<file path="config.mk">
export PLATFORM = sky130hd
export DESIGN_NAME = sm3_message_hasher
export DESIGN_NICKNAME = d
export VERILOG_FILES = /design/src/design/sm3_pkg.sv /design/src/design/sm3_datapath.sv /design/src/design/sm3_ctrl.sv /design/src/design/sm3_message_hasher.sv
export SDC_FILE = /design/constraint.sdc
export NUM_CORES = 2
export LEC_CHECK = 0
export BUFFER_PORTS_ARGS = -buffer_cell sky130_fd_sc_hd__buf_2
export CAP_MARGIN = 10
export CORE_AREA = 10 10 297 413
export DETAILED_ROUTE_END_ITERATION = 10
export DIE_AREA = 0 0 307 423
export MAX_ROUTING_LAYER = met4
export PLACE_DENSITY = 0.8
export SLEW_MARGIN = 5
export SYNTH_ARGS = -nofsm -noshare
export SYNTH_HDL_FRONTEND = slang
export SYNTH_HIERARCHICAL = 1
export SYNTH_SLANG_ARGS = --single-unit
</file>
<file path="constraint.sdc">
create_clock -name clk_i -period 9.75 [get_ports clk_i]
set_input_delay 0.975 -clock clk_i [delete_from_list [all_inputs] [get_ports clk_i]]
set_output_delay 0.975 -clock clk_i [all_outputs]
set_load 0.005 [all_outputs]
</file>
<file path="src/design/sm3_pkg.sv">
// Shared constants, command/status types and helper functions for the SM3 hasher.
package sm3_pkg;

  localparam int unsigned NumWords   = 8;
  localparam int unsigned WinWords   = 16;
  localparam int unsigned CountWidth = 61;

  localparam logic [31:0] SM3_IV [NumWords] = '{
    32'h7380166f, 32'h4914b2b9, 32'h172442d7, 32'hda8a0600,
    32'ha96f30bc, 32'h163138aa, 32'he38dee4d, 32'hb0fb0e4e
  };

  localparam logic [31:0] T_EARLY    = 32'h79cc4519;
  localparam logic [31:0] T_LATE     = 32'h7a879d8a;
  // T_LATE rotated left by 16, the value it takes at round 16
  localparam logic [31:0] T_LATE_R16 = {T_LATE[15:0], T_LATE[31:16]};

  localparam logic [7:0] PAD_BYTE = 8'h80;
  localparam logic [5:0] LEN_POS  = 6'd56;

  typedef enum logic [1:0] {
    SEL_MSG,
    SEL_PAD80,
    SEL_ZERO,
    SEL_LEN
  } byte_sel_e;

  typedef struct packed {
    logic      shift_en;
    byte_sel_e byte_sel;
    logic      count_inc;
    logic      round_en;
    logic      early;
    logic      t_switch;
    logic      fold;
    logic      finish;
  } cmd_t;

  typedef struct packed {
    logic pos_last;
    logic pos_ge56;
    logic pos_zero;
    logic out_busy;
  } sts_t;

  function automatic logic [31:0] rol32(input logic [31:0] x, input int unsigned n);
    return (x << n) | (x >> (32 - n));
  endfunction

  function automatic logic [31:0] perm0(input logic [31:0] x);
    return x ^ rol32(x, 9) ^ rol32(x, 17);
  endfunction

  function automatic logic [31:0] perm1(input logic [31:0] x);
    return x ^ rol32(x, 15) ^ rol32(x, 23);
  endfunction

endpackage

</file>
<file path="src/design/sm3_datapath.sv">
// SM3 datapath: message window, expansion, round unit, chaining value, digest output.
module sm3_datapath (
  input  logic                clk_i,
  input  logic                rst_ni,
  input  sm3_pkg::cmd_t       cmd_i,
  output sm3_pkg::sts_t       sts_o,
  input  logic [7:0]          data_byte_i,
  output logic                out_valid_o,
  input  logic                out_ready_i,
  output logic [31:0]         digest_word_o,
  output logic [2:0]          word_index_o,
  output logic                last_word_o
);

  logic [31:0] w_q [sm3_pkg::WinWords];
  logic [31:0] w_d [sm3_pkg::WinWords];
  logic [31:0] v_q [sm3_pkg::NumWords];
  logic [31:0] v_d [sm3_pkg::NumWords];
  logic [31:0] cv_q [sm3_pkg::NumWords];
  logic [31:0] cv_d [sm3_pkg::NumWords];
  logic [31:0] dig_q [sm3_pkg::NumWords];
  logic [31:0] dig_d [sm3_pkg::NumWords];
  logic [31:0] tj_q, tj_d;
  logic [5:0]  pos_q, pos_d;
  logic [sm3_pkg::CountWidth-1:0] count_q, count_d;
  logic        busy_q, busy_d;
  logic [2:0]  idx_q, idx_d;

  logic [63:0] bit_len;
  logic [2:0]  len_sel;
  logic [7:0]  len_byte;
  logic [7:0]  in_byte;
  logic [31:0] w_new;
  logic [31:0] a12, ss1, ss2, ff, gg, t1, t2;
  logic        out_acc;

  // Length field: bit count, big-endian, one byte per pad position 56..63
  assign bit_len  = {count_q, 3'b000};
  assign len_sel  = 3'd7 - pos_q[2:0];
  assign len_byte = bit_len[{len_sel, 3'b000} +: 8];

  always_comb begin
    case (cmd_i.byte_sel)
      sm3_pkg::SEL_MSG:   in_byte = data_byte_i;
      sm3_pkg::SEL_PAD80: in_byte = sm3_pkg::PAD_BYTE;
      sm3_pkg::SEL_ZERO:  in_byte = 8'h00;
      sm3_pkg::SEL_LEN:   in_byte = len_byte;
      default:            in_byte = 8'h00;
    endcase
  end

  assign w_new = sm3_pkg::perm1(w_q[0] ^ w_q[7] ^ sm3_pkg::rol32(w_q[13], 15)) ^
                 sm3_pkg::rol32(w_q[3], 7) ^ w_q[10];

  assign a12 = sm3_pkg::rol32(v_q[0], 12);
  assign ss1 = sm3_pkg::rol32(a12 + v_q[4] + tj_q, 7);
  assign ss2 = ss1 ^ a12;
  assign ff  = cmd_i.early ? (v_q[0] ^ v_q[1] ^ v_q[2])
                           : ((v_q[0] & v_q[1]) | (v_q[0] & v_q[2]) | (v_q[1] & v_q[2]));
  assign gg  = cmd_i.early ? (v_q[4] ^ v_q[5] ^ v_q[6])
                           : ((v_q[4] & v_q[5]) | (~v_q[4] & v_q[6]));
  assign t1  = ff + v_q[3] + ss2 + (w_q[0] ^ w_q[4]);
  assign t2  = gg + v_q[7] + ss1 + w_q[0];

  assign out_acc = busy_q && out_ready_i;

  always_comb begin
    // window: bytes shift in at the bottom while filling, words shift during rounds
    for (int i = 0; i < sm3_pkg::WinWords; i++) begin
      w_d[i] = w_q[i];
    end
    if (cmd_i.shift_en) begin
      for (int i = 0; i < sm3_pkg::WinWords - 1; i++) begin
        w_d[i] = {w_q[i][23:0], w_q[i+1][31:24]};
      end
      w_d[sm3_pkg::WinWords-1] = {w_q[sm3_pkg::WinWords-1][23:0], in_byte};
    end else if (cmd_i.round_en) begin
      for (int i = 0; i < sm3_pkg::WinWords - 1; i++) begin
        w_d[i] = w_q[i+1];
      end
      w_d[sm3_pkg::WinWords-1] = w_new;
    end

    if (cmd_i.round_en) begin
      v_d[0] = t1;
      v_d[1] = v_q[0];
      v_d[2] = sm3_pkg::rol32(v_q[1], 9);
      v_d[3] = v_q[2];
      v_d[4] = sm3_pkg::perm0(t2);
      v_d[5] = v_q[4];
      v_d[6] = sm3_pkg::rol32(v_q[5], 19);
      v_d[7] = v_q[6];
      tj_d   = cmd_i.t_switch ? sm3_pkg::T_LATE_R16 : sm3_pkg::rol32(tj_q, 1);
    end else begin
      for (int i = 0; i < sm3_pkg::NumWords; i++) begin
        v_d[i] = cv_q[i];
      end
      tj_d = sm3_pkg::T_EARLY;
    end

    for (int i = 0; i < sm3_pkg::NumWords; i++) begin
      cv_d[i]  = cv_q[i];
      dig_d[i] = dig_q[i];
    end
    if (cmd_i.fold) begin
      for (int i = 0; i < sm3_pkg::NumWords; i++) begin
        cv_d[i] = cmd_i.finish ? sm3_pkg::SM3_IV[i] : (cv_q[i] ^ v_q[i]);
      end
    end
    if (cmd_i.fold && cmd_i.finish) begin
      for (int i = 0; i < sm3_pkg::NumWords; i++) begin
        dig_d[i] = cv_q[i] ^ v_q[i];
      end
    end else if (out_acc) begin
      for (int i = 0; i < sm3_pkg::NumWords - 1; i++) begin
        dig_d[i] = dig_q[i+1];
      end
    end

    pos_d   = cmd_i.shift_en ? pos_q + 6'd1 : pos_q;
    count_d = count_q;
    if (cmd_i.fold && cmd_i.finish) begin
      count_d = '0;
    end else if (cmd_i.count_inc) begin
      count_d = count_q + sm3_pkg::CountWidth'(1);
    end

    busy_d = busy_q;
    idx_d  = idx_q;
    if (cmd_i.fold && cmd_i.finish) begin
      busy_d = 1'b1;
      idx_d  = '0;
    end else if (out_acc) begin
      idx_d = idx_q + 3'd1;
      if (idx_q == 3'd7) begin
        busy_d = 1'b0;
      end
    end
  end

  always_ff @(posedge clk_i or negedge rst_ni) begin
    if (!rst_ni) begin
      pos_q   <= '0;
      count_q <= '0;
      busy_q  <= 1'b0;
      idx_q   <= '0;
      for (int i = 0; i < sm3_pkg::NumWords; i++) begin
        cv_q[i] <= sm3_pkg::SM3_IV[i];
      end
    end else begin
      pos_q   <= pos_d;
      count_q <= count_d;
      busy_q  <= busy_d;
      idx_q   <= idx_d;
      cv_q    <= cv_d;
    end
  end

  always_ff @(posedge clk_i) begin
    w_q   <= w_d;
    v_q   <= v_d;
    tj_q  <= tj_d;
    dig_q <= dig_d;
  end

  assign sts_o.pos_last = (pos_q == 6'd63);
  assign sts_o.pos_ge56 = (pos_q >= sm3_pkg::LEN_POS);
  assign sts_o.pos_zero = (pos_q == 6'd0);
  assign sts_o.out_busy = busy_q;

  assign out_valid_o   = busy_q;
  assign digest_word_o = dig_q[0];
  assign word_index_o  = idx_q;
  assign last_word_o   = (idx_q == 3'd7);

endmodule

</file>
<file path="src/design/sm3_ctrl.sv">
// SM3 controller: byte intake, padding sequence, round counter and fold/finish control.
module sm3_ctrl (
  input  logic          clk_i,
  input  logic          rst_ni,
  input  logic          in_valid_i,
  output logic          in_ready_o,
  input  logic          byte_present_i,
  input  logic          message_end_i,
  input  sm3_pkg::sts_t sts_i,
  output sm3_pkg::cmd_t cmd_o
);

  typedef enum logic [1:0] {
    S_IDLE,
    S_COMP,
    S_FOLD,
    S_PAD
  } state_e;

  state_e     state_q, state_d;
  logic [5:0] rnd_q, rnd_d;
  logic       pad_pend_q, pad_pend_d;
  logic       final_q, final_d;
  logic       first_q, first_d;
  logic       len_ok_q, len_ok_d;
  logic       ready;
  logic       len_eff;

  always_comb begin
    state_d    = state_q;
    rnd_d      = rnd_q;
    pad_pend_d = pad_pend_q;
    final_d    = final_q;
    first_d    = first_q;
    len_ok_d   = len_ok_q;
    ready      = 1'b0;
    len_eff    = first_q ? !sts_i.pos_ge56 : len_ok_q;
    cmd_o      = '0;
    cmd_o.byte_sel = sm3_pkg::SEL_MSG;

    case (state_q)
      S_IDLE: begin
        // hold off an end beat until the previous digest has drained
        ready = !(sts_i.out_busy && message_end_i);
        if (in_valid_i && ready) begin
          if (byte_present_i) begin
            cmd_o.shift_en  = 1'b1;
            cmd_o.count_inc = 1'b1;
          end
          if (byte_present_i && sts_i.pos_last) begin
            state_d    = S_COMP;
            pad_pend_d = message_end_i;
            final_d    = 1'b0;
            first_d    = 1'b1;
            len_ok_d   = 1'b0;
          end else if (message_end_i) begin
            state_d    = S_PAD;
            pad_pend_d = 1'b1;
            first_d    = 1'b1;
            len_ok_d   = 1'b0;
          end
        end
      end
      S_COMP: begin
        cmd_o.round_en = 1'b1;
        cmd_o.early    = (rnd_q[5:4] == 2'b00);
        cmd_o.t_switch = (rnd_q == 6'd15);
        rnd_d          = rnd_q + 6'd1;
        if (rnd_q == 6'd63) begin
          state_d = S_FOLD;
        end
      end
      S_FOLD: begin
        cmd_o.fold   = 1'b1;
        cmd_o.finish = final_q;
        if (final_q) begin
          state_d    = S_IDLE;
          final_d    = 1'b0;
          pad_pend_d = 1'b0;
        end else if (pad_pend_q) begin
          state_d = S_PAD;
        end else begin
          state_d = S_IDLE;
        end
      end
      S_PAD: begin
        cmd_o.shift_en = 1'b1;
        if (first_q) begin
          cmd_o.byte_sel = sm3_pkg::SEL_PAD80;
        end else if (len_ok_q && sts_i.pos_ge56) begin
          cmd_o.byte_sel = sm3_pkg::SEL_LEN;
        end else begin
          cmd_o.byte_sel = sm3_pkg::SEL_ZERO;
        end
        first_d  = 1'b0;
        len_ok_d = len_eff;
        if (sts_i.pos_last) begin
          state_d  = S_COMP;
          final_d  = len_eff;
          len_ok_d = 1'b1;
        end
      end
      default: begin
        state_d = S_IDLE;
      end
    endcase
  end

  assign in_ready_o = ready;

  always_ff @(posedge clk_i or negedge rst_ni) begin
    if (!rst_ni) begin
      state_q    <= S_IDLE;
      rnd_q      <= '0;
      pad_pend_q <= 1'b0;
      final_q    <= 1'b0;
      first_q    <= 1'b0;
      len_ok_q   <= 1'b0;
    end else begin
      state_q    <= state_d;
      rnd_q      <= rnd_d;
      pad_pend_q <= pad_pend_d;
      final_q    <= final_d;
      first_q    <= first_d;
      len_ok_q   <= len_ok_d;
    end
  end

  a_fold_after_rounds: assert property (@(posedge clk_i) disable iff (!rst_ni)
    (state_q == S_COMP && rnd_q == 6'd63) |=> (state_q == S_FOLD))
    else $error("fold did not follow the last round");

  a_finish_out_free: assert property (@(posedge clk_i) disable iff (!rst_ni)
    cmd_o.finish |-> !sts_i.out_busy)
    else $error("digest overwritten while still draining");

  a_block_boundary: assert property (@(posedge clk_i) disable iff (!rst_ni)
    (state_q == S_COMP && rnd_q == 6'd0) |-> sts_i.pos_zero)
    else $error("compression started on a partial block");

  a_pad_out_free: assert property (@(posedge clk_i) disable iff (!rst_ni)
    (state_q == S_PAD) |-> !sts_i.out_busy)
    else $error("padding while a digest is still pending");

endmodule

</file>
<file path="src/design/sm3_message_hasher.sv">
// Top level of the SM3 message hasher: controller plus datapath.
// SM3 (256-bit) hasher taking one message byte per input beat. While a block
// fills, a beat is taken every cycle. The 64th byte of a block starts the
// compression: 64 rounds (one round per cycle through a single round
// unit, with the message expansion running alongside in a 16-word window)
// and then a fold of the result into the chaining value, all while input
// is stalled. A beat with message_end set finalizes the message: the padding
// bytes (0x80, zeros, 64-bit big-endian bit length) go into the same byte
// window one per cycle, so finishing costs the pad bytes of the last block
// plus a compression, and a further pad block and compression when fewer
// than nine bytes of room remain in the last block. The eight digest
// words then leave as eight output beats, word 0 first, from a separate
// digest register; the chaining value returns to the IV and the byte count
// to zero at once, so bytes of the next message are taken while the digest
// drains. Only an end beat waits for the previous digest to be fully taken.
// A beat with neither byte_present nor message_end is accepted and ignored.
module sm3_message_hasher (
  input  logic        clk_i,
  input  logic        rst_ni,
  input  logic        in_valid_i,
  output logic        in_ready_o,
  input  logic [7:0]  data_byte_i,
  input  logic        byte_present_i,
  input  logic        message_end_i,
  output logic        out_valid_o,
  input  logic        out_ready_i,
  output logic [31:0] digest_word_o,
  output logic [2:0]  word_index_o,
  output logic        last_word_o
);

  sm3_pkg::cmd_t cmd;
  sm3_pkg::sts_t sts;

  // Sequence intake, padding and rounds
  sm3_ctrl u_ctrl (
    .clk_i          (clk_i),
    .rst_ni         (rst_ni),
    .in_valid_i     (in_valid_i),
    .in_ready_o     (in_ready_o),
    .byte_present_i (byte_present_i),
    .message_end_i  (message_end_i),
    .sts_i          (sts),
    .cmd_o          (cmd)
  );

  // Hold the window, chaining value, counters and the digest output stage
  sm3_datapath u_datapath (
    .clk_i         (clk_i),
    .rst_ni        (rst_ni),
    .cmd_i         (cmd),
    .sts_o         (sts),
    .data_byte_i   (data_byte_i),
    .out_valid_o   (out_valid_o),
    .out_ready_i   (out_ready_i),
    .digest_word_o (digest_word_o),
    .word_index_o  (word_index_o),
    .last_word_o   (last_word_o)
  );

endmodule
</file>
==> reports/metrics.yaml <==
status:
  status: "completed"
clocking:
  cts.path.max_buffers: 3
  cts_tree: "yes"
  clock_latency_ps: 780
  post_cts_buffers: 0
  h-tree-depth: 4
  cts_sinks: 1395
  cts-root-buf: "clkbuf_16"
  cts_made_buffers: 137
  cts_hold_buffers: 0
  path_clk_slew_ps: 70
  cts_resized: 0
finish:
  drive_gt1_frac: 0.177
  fill_cells: 8133
  nNetsFinal: 6393
  finalInstanceArea_um2: 78700
  final_cells: 7700
  syn2layout_area_growth_pct: 8.04
worst_hold_path:
  hp-class: "in2async"
global_routing:
  grt_first_pass_wirelength_um: 283000
  antenna_found_initial: 5
  track_usage: 0.294
  grt_overflow: 0
  grt_max_degree: 206
  grt_pass1_vias: 46621
flow_run:
  cap_viol_max_count: 0
timing:
  fin_skew_ps: 30.3
  final_hold_viol_count: 0
  tns_ps: 0
  worst_slew_pin_slew_ps: 1150
  rsz0062_at_grt: "false"
  final.period_utilization: 0.862
  relSlewSlack: 0.231
  post-route-min-period_ps: 8400
  fmax_ghz: 0.119
  setup_viol: 0
  slew_violations: 0
routing:
  ant_nets: 0
  wirelength_um: 188000
  drc_errors: 0
  via_per_inst: 6.13
  first_pass_iters: 6
  post_drt_wl_per_cell_um: 24.4
  route.vias.total: 47183
  drt_iter0_drc: 4139
die:
  start_util: 0.636
  row_count: 147
  fp.dieW_um: 307
  dieArea_um2: 130000
  die_h_um: 423
  core_area_um2: 115000
  boundaryPins: 52
critical_path:
  cpMostUsedCell: "fa_1"
  worst-path-buf-inv: 3
  startpoint_type: "flip-flop"
  crit_fanout: 7
  critPathRequiredTime_ps: 10420
  cp_top_family: "compound AO/OA/AOI/OAI gates"
  arrival_ps: 9070
  endpoint_kind: "flip-flop"
  critPathKind: "reg2reg"
  slowest_delay_ps: 660
  slowest_stage: "xnor2_1"
synth:
  avgSynthCellArea_um2: 11.7
  synthCells: 6224
  syn_nets: 6529
  ys.warnings.count: 6
  synth_area_um2: 72900
place:
  hpwl_um: 134000
  placed_area_um2: 74000
  numPortBuffers: 51
  place.gp.congestion: 0.977
  dp_cells: 7439
## sequential cells by signal (all words and copies together) (netlist names), 32 cells and up
register	cells
u_datapath/count_q	61
u_datapath/cv_q	256
u_datapath/w_q	512
u_datapath/dig_q	224
u_datapath/digest_word_o	32
u_datapath/tj_q	32
u_datapath/v_q	256
## worst register-to-register path, delay by kind of cell, from the launching register on
kind / cells / cell delay, ps
fa+ha+maj: 7 / 2890
mux: 1 / 290
simple gates: 2 / 350
xor+xnor: 3 / 1040
compound gates: 13 / 3010
buf+inv: 3 / 260
flops: 1 / 440
## stage by stage
| stage | hold slack, ps | setup WS (ps) | util |
|---|---|---|---|
| 2_1_floorplan | 434 | 517 | - |
| 3_3_place_gp | 442 | 1770 | 0.646 |
| 3_5_place_dp | 442 | 1560 | 0.646 |
| 4_1_cts | 301 | 1500 | 0.687 |
| 5_1_grt | 308 | 1010 | 0.687 |
| 6_report | 293 | 1350 | 0.687 |
## final cells by class
cell class | count | area (um2) | share of cell area
Sequential cell | 1395 | 37500 | 0.476
Clock buffer | 186 | 3850 | 0.0489
Timing Repair Buffer | 96 | 716 | 0.00909
Tap cell | 1490 | 1860 | 0.0237
Multi-Input combinational cell | 4109 | 32600 | 0.414
Antenna cell | 5 | 12.5 | 0.000159
Inverter | 349 | 1310 | 0.0166
Clock inverter | 70 | 885 | 0.0112
## final timing paths
check | from | end | slack, ps | cells after the start
max in group asynchronous | rst_ni | u_datapath/count_q[53]$_DFFE_PN0P_ | 7900 | 2
max | u_datapath/v_q[97]$_DFF_P_ | u_datapath/v_q[123]$_DFF_P_ | 1350 | 29
min reg2reg | u_datapath/v_q[238]$_DFF_P_ | u_datapath/v_q[206]$_DFF_P_ | 450 | 2
max reg2reg | u_datapath/v_q[97]$_DFF_P_ | u_datapath/v_q[123]$_DFF_P_ | 1350 | 29
min | rst_ni | u_datapath/cv_q[12]$_DFFE_PN0P_ | 290 | 1
min in group clk_i | u_datapath/v_q[238]$_DFF_P_ | u_datapath/v_q[206]$_DFF_P_ | 450 | 2
## cell usage in the layout, fill, tap and decap left out, types with 220 or more instances in the layout
| cell | n |
|---|---|
| nor2_1 | 367 |
| xnor2_1 | 565 |
| nand2_1 | 280 |
| mux2_2 | 615 |
| a21oi_1 | 358 |
| edfxtp_1 | 768 |
| nand3_1 | 266 |
| o21a_1 | 252 |
| o21ai_0 | 228 |
| dfrtp_1 | 220 |
| dfxtp_1 | 288 |
| inv_1 | 348 |
## metal layers
| layer | routed length, um | vias to the layer above | track usage |
|---|---|---|---|
| met3 | 8910 | 457 | 0.0385 |
| met4 | 14000 | 0 | 0.188 |
| met1 | 71800 | 23721 | 0.340 |
| met2 | 93000 | 1295 | 0.482 |
| met5 | 0 | - | - |
| li1 | - | 21710 | - |
Power is not shown: default switching activity piles up to over one toggle a cycle in this logic, so the estimate is an artifact.
